===== config.mk =====
export PLATFORM = sky130hd
export DESIGN_NAME = lmf_jobq
export DESIGN_NICKNAME = d
export VERILOG_FILES = /design/src/hw/rtl/lmf_pkg.sv /design/src/hw/rtl/lmf_jobq.sv
export SDC_FILE = /design/constraint.sdc
export NUM_CORES = 1
export LEC_CHECK = 0
export BUFFER_PORTS_ARGS = -buffer_cell sky130_fd_sc_hd__buf_4
export CORE_UTILIZATION = 50
export CTS_BUF_LIST = sky130_fd_sc_hd__clkbuf_8
export CTS_CLUSTER_SIZE = 16
export DETAILED_ROUTE_END_ITERATION = 10
export HOLD_SLACK_MARGIN = 0.08
export PLACE_DENSITY = 0.76
export SETUP_SLACK_MARGIN = 0.05
export SKIP_CTS_REPAIR_TIMING = 1
export SLEW_MARGIN = 20
export SYNTH_ARGS = -nofsm -noshare
export SYNTH_HDL_FRONTEND = slang
export SYNTH_SLANG_ARGS = --single-unit

===== constraint.sdc =====
create_clock -name i_clk -period 8.7 [get_ports i_clk]
set_input_delay 0.435 -clock i_clk [delete_from_list [all_inputs] [get_ports i_clk]]
set_output_delay 0.435 -clock i_clk [all_outputs]
set_load 0.02 [all_outputs]

===== src/hw/rtl/lmf_pkg.sv =====
`default_nettype none

package lmf_pkg;

    // grid limits and value width
    localparam int MAX_ROWS  = 4096;
    localparam int MAX_COLS  = 1024;
    localparam int VAL_W     = 32;

    // field widths
    localparam int IN_VAL_W  = 32;
    localparam int ROW_W     = 12;
    localparam int COL_W     = 10;
    localparam int ROWS_W    = 13;
    localparam int COLS_W    = 11;
    localparam int NUM_W     = 21;
    localparam int BANK_W    = 2;
    localparam int BANKS     = 3;

    // configuration port
    localparam int CFG_IDX_W  = 2;
    localparam int CFG_DATA_W = 13;
    localparam logic [CFG_IDX_W-1:0] REG_NUM_ROWS   = 2'd0;
    localparam logic [CFG_IDX_W-1:0] REG_NUM_COLS   = 2'd1;
    localparam logic [CFG_IDX_W-1:0] REG_TARGET_ROW = 2'd2;
    localparam logic [CFG_IDX_W-1:0] REG_TARGET_COL = 2'd3;

    // input opcodes
    localparam logic IN_CELL  = 1'b0;
    localparam logic IN_DRAIN = 1'b1;

    // result kinds
    localparam logic K_PEAK    = 1'b0;
    localparam logic K_VERDICT = 1'b1;

    // job operations between front and back
    localparam logic [1:0] OP_NOP   = 2'd0;
    localparam logic [1:0] OP_CELL  = 2'd1;
    localparam logic [1:0] OP_DRAIN = 2'd2;

    localparam logic [NUM_W-1:0] PEAK_MAX = '1;

    // queue sizes
    localparam int JQ_DEPTH   = 2;
    localparam int JQ_PTR_W   = 1;
    localparam int JQ_CNT_W   = 2;
    localparam int RQ_DEPTH   = 4;
    localparam int RQ_PTR_W   = 2;
    localparam int RQ_CNT_W   = 3;

    typedef logic [VAL_W-1:0] t_key;

    typedef struct packed {
        logic                       opcode;
        logic signed [IN_VAL_W-1:0] cell_value;
    } t_item;

    typedef struct packed {
        logic              kind;
        logic [ROW_W-1:0]  peak_row;
        logic [COL_W-1:0]  peak_col;
        logic [NUM_W-1:0]  peak_number;
        logic              target_hit;
        logic              last;
    } t_res;

    // one classified item, as handed from front to back
    typedef struct packed {
        logic [1:0]        op;
        logic              restart;
        t_key              key;
        logic [COL_W-1:0]  col;
        logic [BANK_W-1:0] wbank;
        logic [BANK_W-1:0] abank;
        logic [BANK_W-1:0] bbank;
        logic [ROW_W-1:0]  drow;
        logic [COL_W-1:0]  dcol;
        logic              top;
        logic              below;
        logic              left;
        logic              right;
        logic              dec1;
        logic              dec2;
        logic              hit1;
        logic              hit2;
        logic              ends_grid;
    } t_job;

    // one column of the 3x3 window
    typedef struct packed {
        t_key top;
        t_key mid;
        t_key bot;
    } t_col;

    // signed value to order-preserving unsigned key
    function automatic t_key value_key(logic signed [IN_VAL_W-1:0] v);
        return {~v[VAL_W-1], v[VAL_W-2:0]};
    endfunction

    function automatic logic [BANK_W-1:0] bank_inc(logic [BANK_W-1:0] b);
        return (b == BANK_W'(BANKS - 1)) ? '0 : b + BANK_W'(1);
    endfunction

    function automatic logic [BANK_W-1:0] bank_dec(logic [BANK_W-1:0] b);
        return (b == '0) ? BANK_W'(BANKS - 1) : b - BANK_W'(1);
    endfunction

    function automatic logic [NUM_W-1:0] sat_inc(logic [NUM_W-1:0] x);
        return (x == PEAK_MAX) ? x : x + NUM_W'(1);
    endfunction

    // centre is the middle of column m; absent neighbours are skipped
    function automatic logic is_peak(t_col l, t_col m, t_col r, logic top, logic below,
                                     logic left, logic right);
        logic ok;
        t_key c;
        c  = m.mid;
        ok = 1'b1;
        if (top && !(c > m.top)) ok = 1'b0;
        if (below && !(c > m.bot)) ok = 1'b0;
        if (left) begin
            if (!(c > l.mid)) ok = 1'b0;
            if (top && !(c > l.top)) ok = 1'b0;
            if (below && !(c > l.bot)) ok = 1'b0;
        end
        if (right) begin
            if (!(c > r.mid)) ok = 1'b0;
            if (top && !(c > r.top)) ok = 1'b0;
            if (below && !(c > r.bot)) ok = 1'b0;
        end
        return ok;
    endfunction

endpackage

`default_nettype wire


===== src/hw/rtl/lmf_jobq.sv =====
`default_nettype none

module lmf_jobq import lmf_pkg::*; (
    input  logic i_clk,
    input  logic i_rst_n,
    input  logic i_push,
    input  t_job i_job,
    output logic o_full,
    output logic o_empty,
    input  logic i_pop,
    output t_job o_job
);

    t_job                r_mem [JQ_DEPTH];
    logic [JQ_PTR_W-1:0] r_wp, r_rp;
    logic [JQ_CNT_W-1:0] r_cnt;
    logic                do_push, do_pop;

    assign o_full  = (r_cnt == JQ_CNT_W'(JQ_DEPTH));
    assign o_empty = (r_cnt == '0);
    assign do_push = i_push && !o_full;
    assign do_pop  = i_pop && !o_empty;
    assign o_job   = r_mem[r_rp];

    always_ff @(posedge i_clk) begin
        if (do_push) begin
            r_mem[r_wp] <= i_job;
        end
    end

    always_ff @(posedge i_clk) begin
        if (!i_rst_n) begin
            r_wp  <= '0;
            r_rp  <= '0;
            r_cnt <= '0;
        end else begin
            if (do_push) r_wp <= r_wp + JQ_PTR_W'(1);
            if (do_pop)  r_rp <= r_rp + JQ_PTR_W'(1);
            r_cnt <= r_cnt + JQ_CNT_W'(do_push) - JQ_CNT_W'(do_pop);
        end
    end

endmodule

`default_nettype wire


==> flow_summary_export.csv <==
group,metric,value,unit
synthesis,ys_seq_elements,169,
min_path,hp-class,"in -> reg",
setup_path,max_stage_delay,790,ps
sta,setup-tns-final,0,ps
pwr,p_leak,3.287,nW
setup_path,crit_fanout,45,
setup_path,critPathBufInv,2,
floorplan,die_w,116.5,microns
placed_design,dp_hpwl,7142,microns
sta,rsz0062_at_grt,"no",
sta,slew_viol_final,0,
cts,cts_root_buf,"clkbuf_8",
floorplan,ios,170,
detailed_routing,drc,0,
cts,clk_latency,440,ps
synthesis,synth_cell_types,18,
global_route,antenna_found_initial,0,
synthesis,yosysSeqAreaShare,76.67,%
pwr,cellPowerDensity,308.7,nW/um^2
synthesis,synth_common_cells,"edfxtp_1 (164), mux2_4 (80), buf_12 (8), dfxtp_1 (5), nor2_1 (5)",
global_route,grt_pass1_wl,15690,microns
global_route,overflow,0,
synthesis,async_flop_share,0,%
detailed_routing,drt_first_pass_iters,4,
setup_path,worstPathArrival,2580,ps
setup_path,path_cells,"buf_4, mux2_4, buf_4",
setup_path,worst_setup_path_end_kind,"output port",
sta,setup_viol,0,
floorplan,fp.coreArea,12720,sq um
placed_design,gp_congestion,0.7060,
sta,period_share,34.66,%
detailed_routing,vias,3127,
cts,clock_sinks,169,
final_layout,drive_gt1_share,59.75,%
cts,clkSlewWorstSetupHoldPaths,90,ps
sta,fmax,0.3316,GHz
cts,h-tree-depth,4,
sta,finalCriticalPeriod,3016,ps
setup_path,crit_path_frequent_cell,"buf_4",
synthesis,synth_top_cell_area_share,75.14,%
synthesis,netlist_area,6554,sq um
synthesis,yosysMostFrequentCell,"edfxtp_1",
detailed_routing,drt_iter0_drc,183,
floorplan,fp.dieH,116.5,microns
placed_design,io_buffers,169,
run_status,status,"finished, final reports clean",
sta,skew,9.071,ps
synthesis,avgSynthCellArea,23.24,sq um
global_route,grt_max_degree,50,
setup_path,critPathKind,"reg -> out",
final_layout,syn2layout_area_growth,27.68,%
cts,cts_tree,"done",
sta,hold_violations,0,
sta,worstMarginPinSlew,1022,ps
detailed_routing,wire_per_inst,16.82,microns
detailed_routing,viasPerCell,4.818,
synthesis,syn_inst,282,
synthesis,synth_largest_area_cell,"edfxtp_1",
sta,fin_hold_ws,170.9,ps
final_layout,utilization,65.77,%
detailed_routing,wl,10920,microns
synthesis,synthTopCellsByArea,"edfxtp_1 (75%), mux2_4 (18%), buf_12 (2.4%)",
final_layout,diodes,0,
global_route,grt_pass1_vias,3090,
synthesis,synth_edf_count,164,
floorplan,die-area,13570,sq um
cts,cts_buffer_depth,2,
synthesis,ys_warn_count,0,
synthesis,synth_top_flop_cell,"edfxtp_1",
setup_path,cp-start-kind,"flip-flop",
synthesis,synth_nets,370,
setup_path,critical-path-top-delay-family,"buffers and inverters",
setup_path,crit_required,8270,ps
floorplan,rows,41,
flow_run,max-cap-violations,0,
cts,cts_made_buffers,17,
floorplan,start_util,51.51,%
global_route,grt_util_all_layers,16.33,%
final_layout,nFillCells,888,
final_layout,final_nets,552,
pwr,irDropWorstVdd,0.1683,mV
setup_path,slowest_stage,"dfxtp_4",
sta,max_slew_margin,31.74,%
detailed_routing,detail-route-antenna-nets,0,
[layer usage]
metal	vias up	wire (microns)	track usage [%]	part of all wire [%]
met5	-	0	0	0
met4	0	106	6.667	0.97
met3	8	826	6.642	7.6
met2	121	5322	26.31	49
met1	1532	4664	19.57	43
li1	1466	-	-	-
[kinds of logic (layout without fill, tap and decap cells)]
kind of cell               count (synthesis)  after routing  share of synthesized area, %
and+or+nand+nor                           13             13                        0.9546
AOI/OAI and AO/OA                          1              1                        0.1146
DFF                                      169            169                         76.67
muxes                                     83             83                         18.82
adders and majority gates                  2              2                        0.3818
buffers and inverters                     12            207                         2.787
xor gates and xnor gates                   2              2                        0.2673
[power breakdown]
group | total, mW | switching (mW) | leakage (nW) | internal [mW]
clock network | 0.601 | 0.264 | 0.215 | 0.337
logic | 0.863 | 0.421 | 1.50 | 0.442
registers | 1.12 | 0.0698 | 1.57 | 1.05
total | 2.58 | 0.754 | 3.29 | 1.83
[worst reg2reg max path, stage by stage (launching register included)]
cell and delay, ps:
dfxtp_1 390, nand2b_1 170, nand2_1 150, nor2_4 800, buf_4 720
[registers in the layout, summed over array words and instances (netlist names), named ones only]
register,cells
r_mem,164
r_cnt,2
r_rp,1
r_wp,1
[layout make-up]
class / count / area [sq um] / share of cell area, %
sequential: 169 / 5029 / 60.09
multi-input combinational: 101 / 1359 / 16.24
timing repair buffer: 172 / 1311 / 15.67
clock buffer: 17 / 234.0 / 2.796
tap: 172 / 215.2 / 2.572
clock inverter: 15 / 209.0 / 2.497
inverter: 3 / 11.26 / 0.1346
[final timing paths]
kind         slack [ps]  cells past startpoint  startpoint            to
max reg2reg        6080                      4    r_cnt[0]  r_mem[0][46]
min                 170                      1   i_job[12]  r_mem[0][12]
min reg2reg         530                      2        r_rp          r_rp
max                5680                      3   flip-flop     o_job[65]
[per-stage QoR]
step | setup slack [ps] | instances | area, sq um | power (mW)
after CTS | 5620 | 649 | 8368 | 2.610
after global placement | 6098 | 616 | 7898 | 1.995
after global routing | 5531 | 649 | 8368 | 2.695
after detailed placement | 6061 | 617 | 7925 | 2.011
final | 5684 | 649 | 8368 | 2.583
after floorplan | 4168 | 282 | 6554 | 1.753
[cells in the final DEF, fill, tap and decap left out]
master / instances
buf_16: 1
bufinv_16: 5
nand2_1: 2
ha_1: 2
xnor2_1: 1
clkinv_2: 1
edfxtp_1: 164
mux2i_1: 1
clkinv_1: 2
o21a_1: 1
nor2_1: 4
nor3_1: 1
nand2b_1: 2
nor2_4: 1
inv_1: 5
and3_4: 1
buf_4: 171
clkinvlp_4: 4
and2_1: 2
clkbuf_8: 17
mux2_2: 2
dfxtp_4: 1
dfxtp_1: 4
mux2_4: 80
xor2_1: 1
clkinv_4: 1
No activity file was read; power rests on OpenSTA's default activity.
