==> src/hw/rtl/lmf_pkg.sv <==
`default_nettype none

package lmf_pkg;

    // grid limits and value width
    localparam int MAX_ROWS  = 4096;
    localparam int MAX_COLS  = 1024;
    localparam int VAL_W     = 32;

    // field widths
    localparam int IN_VAL_W  = 32;
    localparam int ROW_W     = 12;
    localparam int COL_W     = 10;
    localparam int ROWS_W    = 13;
    localparam int COLS_W    = 11;
    localparam int NUM_W     = 21;
    localparam int BANK_W    = 2;
    localparam int BANKS     = 3;

    // configuration port
    localparam int CFG_IDX_W  = 2;
    localparam int CFG_DATA_W = 13;
    localparam logic [CFG_IDX_W-1:0] REG_NUM_ROWS   = 2'd0;
    localparam logic [CFG_IDX_W-1:0] REG_NUM_COLS   = 2'd1;
    localparam logic [CFG_IDX_W-1:0] REG_TARGET_ROW = 2'd2;
    localparam logic [CFG_IDX_W-1:0] REG_TARGET_COL = 2'd3;

    // input opcodes
    localparam logic IN_CELL  = 1'b0;
    localparam logic IN_DRAIN = 1'b1;

    // result kinds
    localparam logic K_PEAK    = 1'b0;
    localparam logic K_VERDICT = 1'b1;

    // job operations between front and back
    localparam logic [1:0] OP_NOP   = 2'd0;
    localparam logic [1:0] OP_CELL  = 2'd1;
    localparam logic [1:0] OP_DRAIN = 2'd2;

    localparam logic [NUM_W-1:0] PEAK_MAX = '1;

    // queue sizes
    localparam int JQ_DEPTH   = 2;
    localparam int JQ_PTR_W   = 1;
    localparam int JQ_CNT_W   = 2;
    localparam int RQ_DEPTH   = 4;
    localparam int RQ_PTR_W   = 2;
    localparam int RQ_CNT_W   = 3;

    typedef logic [VAL_W-1:0] t_key;

    typedef struct packed {
        logic                       opcode;
        logic signed [IN_VAL_W-1:0] cell_value;
    } t_item;

    typedef struct packed {
        logic              kind;
        logic [ROW_W-1:0]  peak_row;
        logic [COL_W-1:0]  peak_col;
        logic [NUM_W-1:0]  peak_number;
        logic              target_hit;
        logic              last;
    } t_res;

    // one classified item, as handed from front to back
    typedef struct packed {
        logic [1:0]        op;
        logic              restart;
        t_key              key;
        logic [COL_W-1:0]  col;
        logic [BANK_W-1:0] wbank;
        logic [BANK_W-1:0] abank;
        logic [BANK_W-1:0] bbank;
        logic [ROW_W-1:0]  drow;
        logic [COL_W-1:0]  dcol;
        logic              top;
        logic              below;
        logic              left;
        logic              right;
        logic              dec1;
        logic              dec2;
        logic              hit1;
        logic              hit2;
        logic              ends_grid;
    } t_job;

    // one column of the 3x3 window
    typedef struct packed {
        t_key top;
        t_key mid;
        t_key bot;
    } t_col;

    // signed value to order-preserving unsigned key
    function automatic t_key value_key(logic signed [IN_VAL_W-1:0] v);
        return {~v[VAL_W-1], v[VAL_W-2:0]};
    endfunction

    function automatic logic [BANK_W-1:0] bank_inc(logic [BANK_W-1:0] b);
        return (b == BANK_W'(BANKS - 1)) ? '0 : b + BANK_W'(1);
    endfunction

    function automatic logic [BANK_W-1:0] bank_dec(logic [BANK_W-1:0] b);
        return (b == '0) ? BANK_W'(BANKS - 1) : b - BANK_W'(1);
    endfunction

    function automatic logic [NUM_W-1:0] sat_inc(logic [NUM_W-1:0] x);
        return (x == PEAK_MAX) ? x : x + NUM_W'(1);
    endfunction

    // centre is the middle of column m; absent neighbours are skipped
    function automatic logic is_peak(t_col l, t_col m, t_col r, logic top, logic below,
                                     logic left, logic right);
        logic ok;
        t_key c;
        c  = m.mid;
        ok = 1'b1;
        if (top && !(c > m.top)) ok = 1'b0;
        if (below && !(c > m.bot)) ok = 1'b0;
        if (left) begin
            if (!(c > l.mid)) ok = 1'b0;
            if (top && !(c > l.top)) ok = 1'b0;
            if (below && !(c > l.bot)) ok = 1'b0;
        end
        if (right) begin
            if (!(c > r.mid)) ok = 1'b0;
            if (top && !(c > r.top)) ok = 1'b0;
            if (below && !(c > r.bot)) ok = 1'b0;
        end
        return ok;
    endfunction

endpackage

`default_nettype wire

==> src/hw/rtl/lmf_front.sv <==
`default_nettype none

module lmf_front import lmf_pkg::*; (
    input  logic                  i_clk,
    input  logic                  i_rst_n,
    input  logic                  i_accept,
    input  t_item                 i_item,
    input  logic                  i_cfg_wr_en,
    input  logic [CFG_IDX_W-1:0]  i_cfg_idx,
    input  logic [CFG_DATA_W-1:0] i_cfg_wdata,
    output logic                  o_job_push,
    output t_job                  o_job
);

    logic [ROWS_W-1:0] r_num_rows;
    logic [COLS_W-1:0] r_num_cols;
    logic [ROW_W-1:0]  r_target_row;
    logic [COL_W-1:0]  r_target_col;

    logic [ROW_W-1:0]  r_row, n_row;
    logic [COL_W-1:0]  r_col, n_col;
    logic [BANK_W-1:0] r_bank, n_bank;
    logic              r_drain, n_drain;

    logic [ROWS_W-1:0] rows_eff;
    logic [COLS_W-1:0] cols_eff;
    logic              restart;
    logic [ROW_W-1:0]  row, up;
    logic [COL_W-1:0]  col, lc;
    logic [BANK_W-1:0] bank;
    logic              drain;
    logic              row_last, col_last;
    t_job              job;

    always_ff @(posedge i_clk) begin
        if (!i_rst_n) begin
            r_num_rows   <= ROWS_W'(2);
            r_num_cols   <= COLS_W'(2);
            r_target_row <= '0;
            r_target_col <= '0;
        end else if (i_cfg_wr_en) begin
            unique case (i_cfg_idx)
                REG_NUM_ROWS:   r_num_rows   <= i_cfg_wdata[ROWS_W-1:0];
                REG_NUM_COLS:   r_num_cols   <= i_cfg_wdata[COLS_W-1:0];
                REG_TARGET_ROW: r_target_row <= i_cfg_wdata[ROW_W-1:0];
                REG_TARGET_COL: r_target_col <= i_cfg_wdata[COL_W-1:0];
            endcase
        end
    end

    always_comb begin
        rows_eff = (r_num_rows < ROWS_W'(2)) ? ROWS_W'(2) :
                   (r_num_rows > ROWS_W'(MAX_ROWS)) ? ROWS_W'(MAX_ROWS) : r_num_rows;
        cols_eff = (r_num_cols < COLS_W'(2)) ? COLS_W'(2) :
                   (r_num_cols > COLS_W'(MAX_COLS)) ? COLS_W'(MAX_COLS) : r_num_cols;

        // grid abandoned when the position no longer fits the configured size
        restart = ({1'b0, r_row} >= rows_eff) || ({1'b0, r_col} >= cols_eff) ||
                  (r_drain && (({1'b0, r_row} + ROWS_W'(1)) != rows_eff));

        row   = restart ? '0 : r_row;
        col   = restart ? '0 : r_col;
        bank  = restart ? '0 : r_bank;
        drain = restart ? 1'b0 : r_drain;

        row_last = (({1'b0, row} + ROWS_W'(1)) == rows_eff);
        col_last = (({1'b0, col} + COLS_W'(1)) == cols_eff);
        up = row - ROW_W'(1);
        lc = col - COL_W'(1);

        job         = '0;
        job.op      = OP_NOP;
        job.restart = restart;
        job.key     = value_key(i_item.cell_value);
        job.col     = col;

        n_row   = row;
        n_col   = col;
        n_bank  = bank;
        n_drain = drain;

        if (i_item.opcode == IN_CELL) begin
            if (!drain) begin
                job.op    = OP_CELL;
                job.wbank = bank;
                job.abank = bank_dec(bank);
                job.bbank = bank_inc(bank);
                job.drow  = up;
                job.dcol  = lc;
                job.top   = (row > ROW_W'(1));
                job.below = 1'b1;
                job.left  = (col > COL_W'(1));
                job.right = 1'b1;
                job.dec1  = (row != '0) && (col != '0);
                job.dec2  = (row != '0) && col_last;
                job.hit1  = (up == r_target_row) && (lc == r_target_col);
                job.hit2  = (up == r_target_row) && (col == r_target_col);
                if (col_last) begin
                    n_col = '0;
                    if (row_last) begin
                        n_drain = 1'b1;
                    end else begin
                        n_row  = row + ROW_W'(1);
                        n_bank = bank_inc(bank);
                    end
                end else begin
                    n_col = col + COL_W'(1);
                end
            end
        end else if (drain) begin
            job.op        = OP_DRAIN;
            job.abank     = bank;
            job.bbank     = bank_dec(bank);
            job.drow      = row;
            job.dcol      = col;
            job.top       = (row != '0);
            job.below     = 1'b0;
            job.left      = (col != '0);
            job.right     = !col_last;
            job.dec1      = 1'b1;
            job.hit1      = (row == r_target_row) && (col == r_target_col);
            job.ends_grid = col_last;
            if (col_last) begin
                n_row   = '0;
                n_col   = '0;
                n_bank  = '0;
                n_drain = 1'b0;
            end else begin
                n_col = col + COL_W'(1);
            end
        end
    end

    always_ff @(posedge i_clk) begin
        if (!i_rst_n) begin
            r_row   <= '0;
            r_col   <= '0;
            r_bank  <= '0;
            r_drain <= 1'b0;
        end else if (i_accept) begin
            r_row   <= n_row;
            r_col   <= n_col;
            r_bank  <= n_bank;
            r_drain <= n_drain;
        end
    end

    assign o_job_push = i_accept;
    assign o_job      = job;

endmodule

`default_nettype wire

==> config.mk <==
export PLATFORM = sky130hd
export DESIGN_NAME = lmf_front
export DESIGN_NICKNAME = d
export VERILOG_FILES = /design/src/hw/rtl/lmf_pkg.sv /design/src/hw/rtl/lmf_front.sv
export SDC_FILE = /design/constraint.sdc
export NUM_CORES = 1
export LEC_CHECK = 0
export BUFFER_PORTS_ARGS = -buffer_cell sky130_fd_sc_hd__buf_2
export CAP_MARGIN = 20
export CORE_ASPECT_RATIO = 1.1
export CORE_UTILIZATION = 37
export CTS_CLUSTER_SIZE = 40
export DETAILED_ROUTE_END_ITERATION = 10
export PLACE_DENSITY = 0.58
export SLEW_MARGIN = 10
export SYNTH_ARGS = -nofsm -noshare
export SYNTH_HDL_FRONTEND = slang
export SYNTH_SLANG_ARGS = --single-unit
==> constraint.sdc <==
create_clock -name i_clk -period 15.3 [get_ports i_clk]
set_clock_uncertainty 0.05 [all_clocks]
set_input_delay 1.53 -clock i_clk [delete_from_list [all_inputs] [get_ports i_clk]]
set_output_delay 1.53 -clock i_clk [all_outputs]
set_load 0.005 [all_outputs]
==> flow_summary.toml, run 1 <==
[finish]
drive_above_1_share_pct = 10.92
multi_input_area_um2 = 5507
layout.cells.most_common_list = "nand2_1 (156), nor2_1 (103), a21oi_1 (78)"
syn_to_final_growth_pct = 6.690
insertedDiodeCount = 0
post-route-util_pct = 40.77
layout_commonest_cell = "nand2_1"
nFillCells = 2135
nNetsFinal = 1170
fin_cells = 1342
register_area_um2 = 1423

[critical_path]
critPathMaxFanout = 41
worstPathRequired_ns = 13.72
path_class = "flop to primary output"
start_kind = "flop"
arrival_ns = 7.58
endpoint_kind = "primary output"

[clock_tree]
worstSkewPairLatency_ns = 0.36
cts_hold_buf = 0
cts_tree = "built"
clock-root-buffer = "clkbuf_16"
post_cts_buffers = 0
post_cts_resized = 0
cts_sinks = 71
cts_buffers = 9
cts_buffer_depth = 2
clk_pin_slew_ns = 0.06
htreeDepth = 3

[logic_synthesis]
yosysSeqAreaShare_pct = 18.53
syn_nets = 1191
netlist_top_cells_area = "dfxtp_1 (19%), nand2_1 (7.6%), ha_1 (5.4%)"
netlist_area_um2 = 7669
ys_ff_latch = 71
synth_cell_types = 87
yosys.area.top_type_share_pct = 18.53
avgSynthCellArea_um2 = 6.934
synth-async-reset-ratio_pct = 0
yosys_most_used_dff = "dfxtp_1"
yosysWarnings = 0
syn_inst = 1106
yosysTopAreaCell = "dfxtp_1"
synth_enable_flop_cells = 0

[grt]
antenna_found_initial = 0
grt-ovfl-total = 0
grt_max_degree = 51
grt.total_usage_pct = 27.11
grt_pass1_wl_mm = 44.93
grt_pass1_vias = 7774

[sta]
finalHoldViolCount = 0
worst_pin_slew_ns = 1.163
fin_crit_ns = 9.157
maxSlewHeadroom_pct = 21.76
fmax_mhz = 109.2
rsz0062_at_grt = "no"
worst_slack_ns = 6.143
period_share_pct = 59.85
setup_viol = 0
maxSlewViolCount = 0
fin_setup_tns_ns = 0

[placement]
gp_congestion = 0.9954
dp_worst_setup_slack_ns = 6.652
dp.cells = 1326
io_buffers = 72
dp_hpwl_mm = 20.83

[route]
drc = 0
viasPerCell = 6.262
wl_per_cell_um = 21.64
wirelength_mm = 29.04
drtPass1Iterations = 5
drtIter0Drc = 817
ant_nets = 0
vias = 8404

[flow_run]
drv_cap = 0

[outcome]
outcome = "finished clean"

[die]
rows = 54
core_um2 = 20070
die_x_um = 139.3
dieArea_um2 = 21310
ioPinCount = 135
start_util_pct = 38.22
dieHeight_um = 153.0

[power_and_ir_drop]
peakVddDrop_mv = 0.05978
p_leak_nw = 3.154
p_per_area_nw_per_um2 = 76.76

[min_path]
min_path_type = "flop to flop"
cell type report:
type / instances / share of cell area (%)
Tap cell: 252 / 3.854
Multi-Input combinational cell: 875 / 67.30
Clock buffer: 10 / 2.799
Clock inverter: 6 / 1.132
Inverter: 44 / 2.019
Timing Repair Buffer: 84 / 5.505
Sequential cell: 71 / 17.39
power by group:
| part | switching, W | leakage [nW] | internal (W) |
|---|---|---|---|
| Combinational | 0.000124 | 2.43 | 0.0000623 |
| Clock | 0.0000948 | 0.150 | 0.000144 |
| Sequential | 0.0000121 | 0.577 | 0.000190 |
synth_stat cells, types with 6 or more instances:
| library cell | count |
|---|---|
| nand2_1 | 156 |
| nor2_1 | 103 |
| a21oi_1 | 78 |
| dfxtp_1 | 71 |
| o21ai_0 | 66 |
| clkbuf_1 | 60 |
| xnor2_1 | 47 |
| inv_1 | 40 |
| nand3_1 | 37 |
| buf_4 | 35 |
| ha_1 | 33 |
| nor3_1 | 33 |
| nor4_1 | 28 |
| mux2i_1 | 19 |
| xor2_1 | 16 |
| nand4_1 | 15 |
| a31oi_1 | 13 |
| and3_1 | 13 |
| buf_2 | 12 |
| o22ai_1 | 12 |
| nand2b_1 | 11 |
| and4_1 | 10 |
| a21o_1 | 8 |
| buf_1 | 8 |
| o211ai_1 | 8 |
| a211oi_1 | 7 |
| a22o_1 | 7 |
| nor2b_1 | 7 |
| o21a_1 | 7 |
| or3_1 | 7 |
| a211o_1 | 6 |
| a311oi_1 | 6 |
| o31ai_1 | 6 |
| o32ai_1 | 6 |
kinds of logic (layout without fill, tap and decap cells):
group	Yosys count	count (layout)	synth area share, %
AO/OA/AOI/OAI	293	293	25.67
AND/OR/NAND/NOR	460	460	29.48
flip-flops	71	71	18.53
XOR/XNOR	66	66	7.995
buffers and inverters	160	144	9.839
multiplexers	23	23	3.100
adder cells (fa/ha/maj)	33	33	5.384
registers in the layout (all words and copies together), names as in the netlist:
name and count:
r_num_rows 13, r_row 12, r_target_row 12, r_num_cols 11, r_col 10, r_target_col 10
r_bank 2, r_drain 1
layer usage:
layer  share of wire (%)  global-route usage, %
met3                 6.8                  4.135
met2                  47                  45.11
met1                  41                  33.28
met5                   0                      0
met4                 5.3                  15.40
worst paths after layout:
kind | slack [ns] | from | endpoint | cells after the start
worst max-delay path | 6.14 | r_num_cols[5] | o_job[0] | 25
worst min-delay path | 0.41 | r_bank[0] | r_bank[0] | 1
worst min register to register | 0.41 | r_bank[0] | r_bank[0] | 1
worst max register to register | 7.29 | r_num_cols[5] | r_row[11] | 26
through the flow:
step                area, um2  power (W)  hold slack [ns]
CTS                      8182  0.0006278           0.4142
floorplan                7669  0.0003340           0.3758
global route             8182  0.0006553           0.4277
detailed placement       7860  0.0003877           0.3938
global placement         7860  0.0003877           0.3899
finish                   8182  0.0006280           0.4080
critical path, cell delays in order, from the launching register on:
cell and delay [ns]:
dfxtp_1 0.34, nor3_1 0.25, and3_1 0.24, nand2_1 0.06, o21ai_0 0.44, nand2_1 0.12, ha_1 0.31, a21oi_1 0.14
o21a_1 0.15, o22ai_1 0.09, or4_1 0.54, buf_4 0.26, a21oi_4 0.14, buf_4 0.44, nand2_1 0.19, inv_1 0.17
ha_1 0.29, nand3_1 0.19, nor2_1 0.38, xnor2_1 0.17, or4bb_1 0.51, a221oi_1 0.24, a2bb2oi_1 0.35, nand4_1 0.67
nor2_1 0.33, buf_2 0.16
Note: power is estimated with default switching activity, not from simulation.
==> inputs of run 2 (changes only) <==
Settings changed: ABC_AREA set to 1.
Clock period 15.3 ns to 8.9 ns, I/O delays scaled along.
==> flow_summary.toml, run 2 <==
[outcome]
outcome = "finished clean"

[clock_tree]
post_cts_resized = 0
clk_pin_slew_ns = 0.07
post_cts_buffers = 0
cts_tree = "built"
worstSkewPairLatency_ns = 0.36
cts_buffers = 9
clock-root-buffer = "clkbuf_16"
cts_sinks = 71
cts_buffer_depth = 2
htreeDepth = 3
cts_hold_buf = 0

[finish]
layout.cells.most_common_list = "nand2_1 (282), nand3_1 (141), inv_1 (125)"
largest_reg_flops = 13
nFillCells = 2119
syn_to_final_growth_pct = 7.974
nNetsFinal = 1301
insertedDiodeCount = 0
largest_register = "r_num_rows"
multi_input_area_um2 = 4787
drive_above_1_share_pct = 11.88
register_area_um2 = 1421
largestRegisters = "r_num_rows: 13 flops, r_row: 12 flops, r_target_row: 12 flops"
layout_commonest_cell = "nand2_1"

[sta]
fin_crit_ns = 6.812
worst_pin_slew_ns = 0.7784
period_share_pct = 76.54
fin_setup_tns_ns = 0
rsz0062_at_grt = "no"
finalHoldViolCount = 0
maxSlewViolCount = 0
fmax_mhz = 146.8
maxSlewHeadroom_pct = 47.78
hold-worst-slack_ns = 0.4162
setup_viol = 0

[critical_path]
endpoint_kind = "primary output"
path_class = "flop to primary output"
critPathMaxFanout = 18
arrival_ns = 5.87
start_kind = "flop"
worstPathRequired_ns = 7.96

[logic_synthesis]
netlist_top_cells_area = "dfxtp_1 (20%), nand2_1 (15%), nand3_1 (9.8%)"
synth_cell_types = 42
yosysWarnings = 0
netlist_area_um2 = 7218
yosysTopAreaCell = "dfxtp_1"
synth_enable_flop_cells = 0
yosys_most_used_dff = "dfxtp_1"
syn_inst = 1208
synthTopCellsByCount = "nand2_1 (282), nand3_1 (141), inv_1 (125)"
synth-async-reset-ratio_pct = 0
ys_ff_latch = 71
syn_nets = 1293
yosys.area.top_type_share_pct = 19.69
yosysMostFrequentCell = "nand2_1"
avgSynthCellArea_um2 = 5.975
yosysSeqAreaShare_pct = 19.69

[flow_run]
drv_cap = 0

[die]
die_x_um = 135.2
rows = 53
core_um2 = 19100
dieHeight_um = 148.5
ioPinCount = 135
dieArea_um2 = 20070
start_util_pct = 37.79

[power_and_ir_drop]
peakVddDrop_mv = 0.1071
p_per_area_nw_per_um2 = 161.1
p_leak_nw = 3.723

[route]
drtIter0Drc = 752
vias = 8026
drtPass1Iterations = 5
viasPerCell = 5.467
drc = 0
wirelength_mm = 27.04
ant_nets = 0
wl_per_cell_um = 18.42

[grt]
grt.total_usage_pct = 28.05
grt_max_degree = 57
grt_pass1_wl_mm = 42.69
grt_pass1_vias = 7630
grt-ovfl-total = 0
antenna_found_initial = 0

[placement]
io_buffers = 72
dp_hpwl_mm = 20.94
gp_congestion = 0.9876

[min_path]
min_path_type = "flop to flop"
-- run 2: cell type report --
cell class | instances | share of cell area [%]
timing repair buffer | 77 | 5.105
inverter | 142 | 6.839
multi-input combinational | 915 | 61.42
tap | 247 | 3.965
sequential | 71 | 18.24
clock buffer | 10 | 2.938
clock inverter | 6 | 1.493
-- run 2: routing by layer --
| layer | vias up | GRT usage, % | routed length (um) | share of wire (%) |
|---|---|---|---|---|
| met4 | 0 | 16.35 | 1492 | 5.5 |
| met2 | 256 | 47.92 | 13110 | 48 |
| met3 | 82 | 4.056 | 1251 | 4.6 |
| met1 | 3709 | 33.22 | 11190 | 41 |
| li1 | 3979 | - | - | - |
| met5 | - | 0 | 0 | 0 |
-- run 2: worst paths after layout --
path,startpoint,end,cells past startpoint,slack (ns)
setup reg to reg,r_num_cols[9],r_bank[0],30,2.49
setup / recovery,r_num_cols[9],o_job[5],25,2.09
hold / removal,r_target_col[4],r_target_col[4],2,0.42
hold reg to reg,r_target_col[4],r_target_col[4],2,0.42
-- run 2: kinds of logic (layout without fill, tap and decap cells) --
kind of cell,after synthesis,after routing,share of synthesized area (%)
flip-flops,71,71,19.69
buffers and inverters,222,235,13.99
adder cells (fa/ha/maj),33,33,5.720
XOR/XNOR,47,47,5.703
AND/OR/NAND/NOR,623,623,39.14
AO/OA/AOI/OAI,212,212,15.76
-- run 2: per-stage QoR --
step	util [%]	setup slack [ns]	cell area (um2)	total power (W)	instances
6_report	40.81	2.088	7794	0.001256	1468
2_1_floorplan	-	3.600	7218	0.0006844	1208
5_1_grt	40.81	1.437	7794	0.001324	1468
4_1_cts	40.81	2.084	7794	0.001256	1468
3_5_place_dp	39.00	2.497	7448	0.0008160	1452
3_3_place_gp	39.00	2.572	7448	0.0008153	1452
-- run 2: power by group --
group	internal, W	leakage, nW	total (W)	switching, W
Sequential	0.000334	0.581	0.000356	0.0000219
Combinational	0.000148	2.97	0.000461	0.000313
Clock	0.000276	0.167	0.000438	0.000162
Total	0.000759	3.72	0.00126	0.000497
-- run 2: critical path, stage by stage, from the launching register on --
cell     delay [ns]
dfxtp_1        0.30
inv_1          0.08
nand3_1        0.08
nor4_1         0.39
a21oi_1        0.29
nor2_1         0.28
inv_1          0.11
ha_1           0.32
a21oi_1        0.13
nor2_1         0.05
a21oi_1        0.11
nand4_1        0.23
nor3_4         0.35
nand2_8        0.20
nor2_4         0.35
inv_1          0.13
ha_1           0.42
xnor2_1        0.18
o21ai_0        0.09
nor2_1         0.17
nand3_1        0.11
nor2_1         0.14
nand3_1        0.15
nor2_2         0.53
o21ai_0        0.15
buf_2          0.16
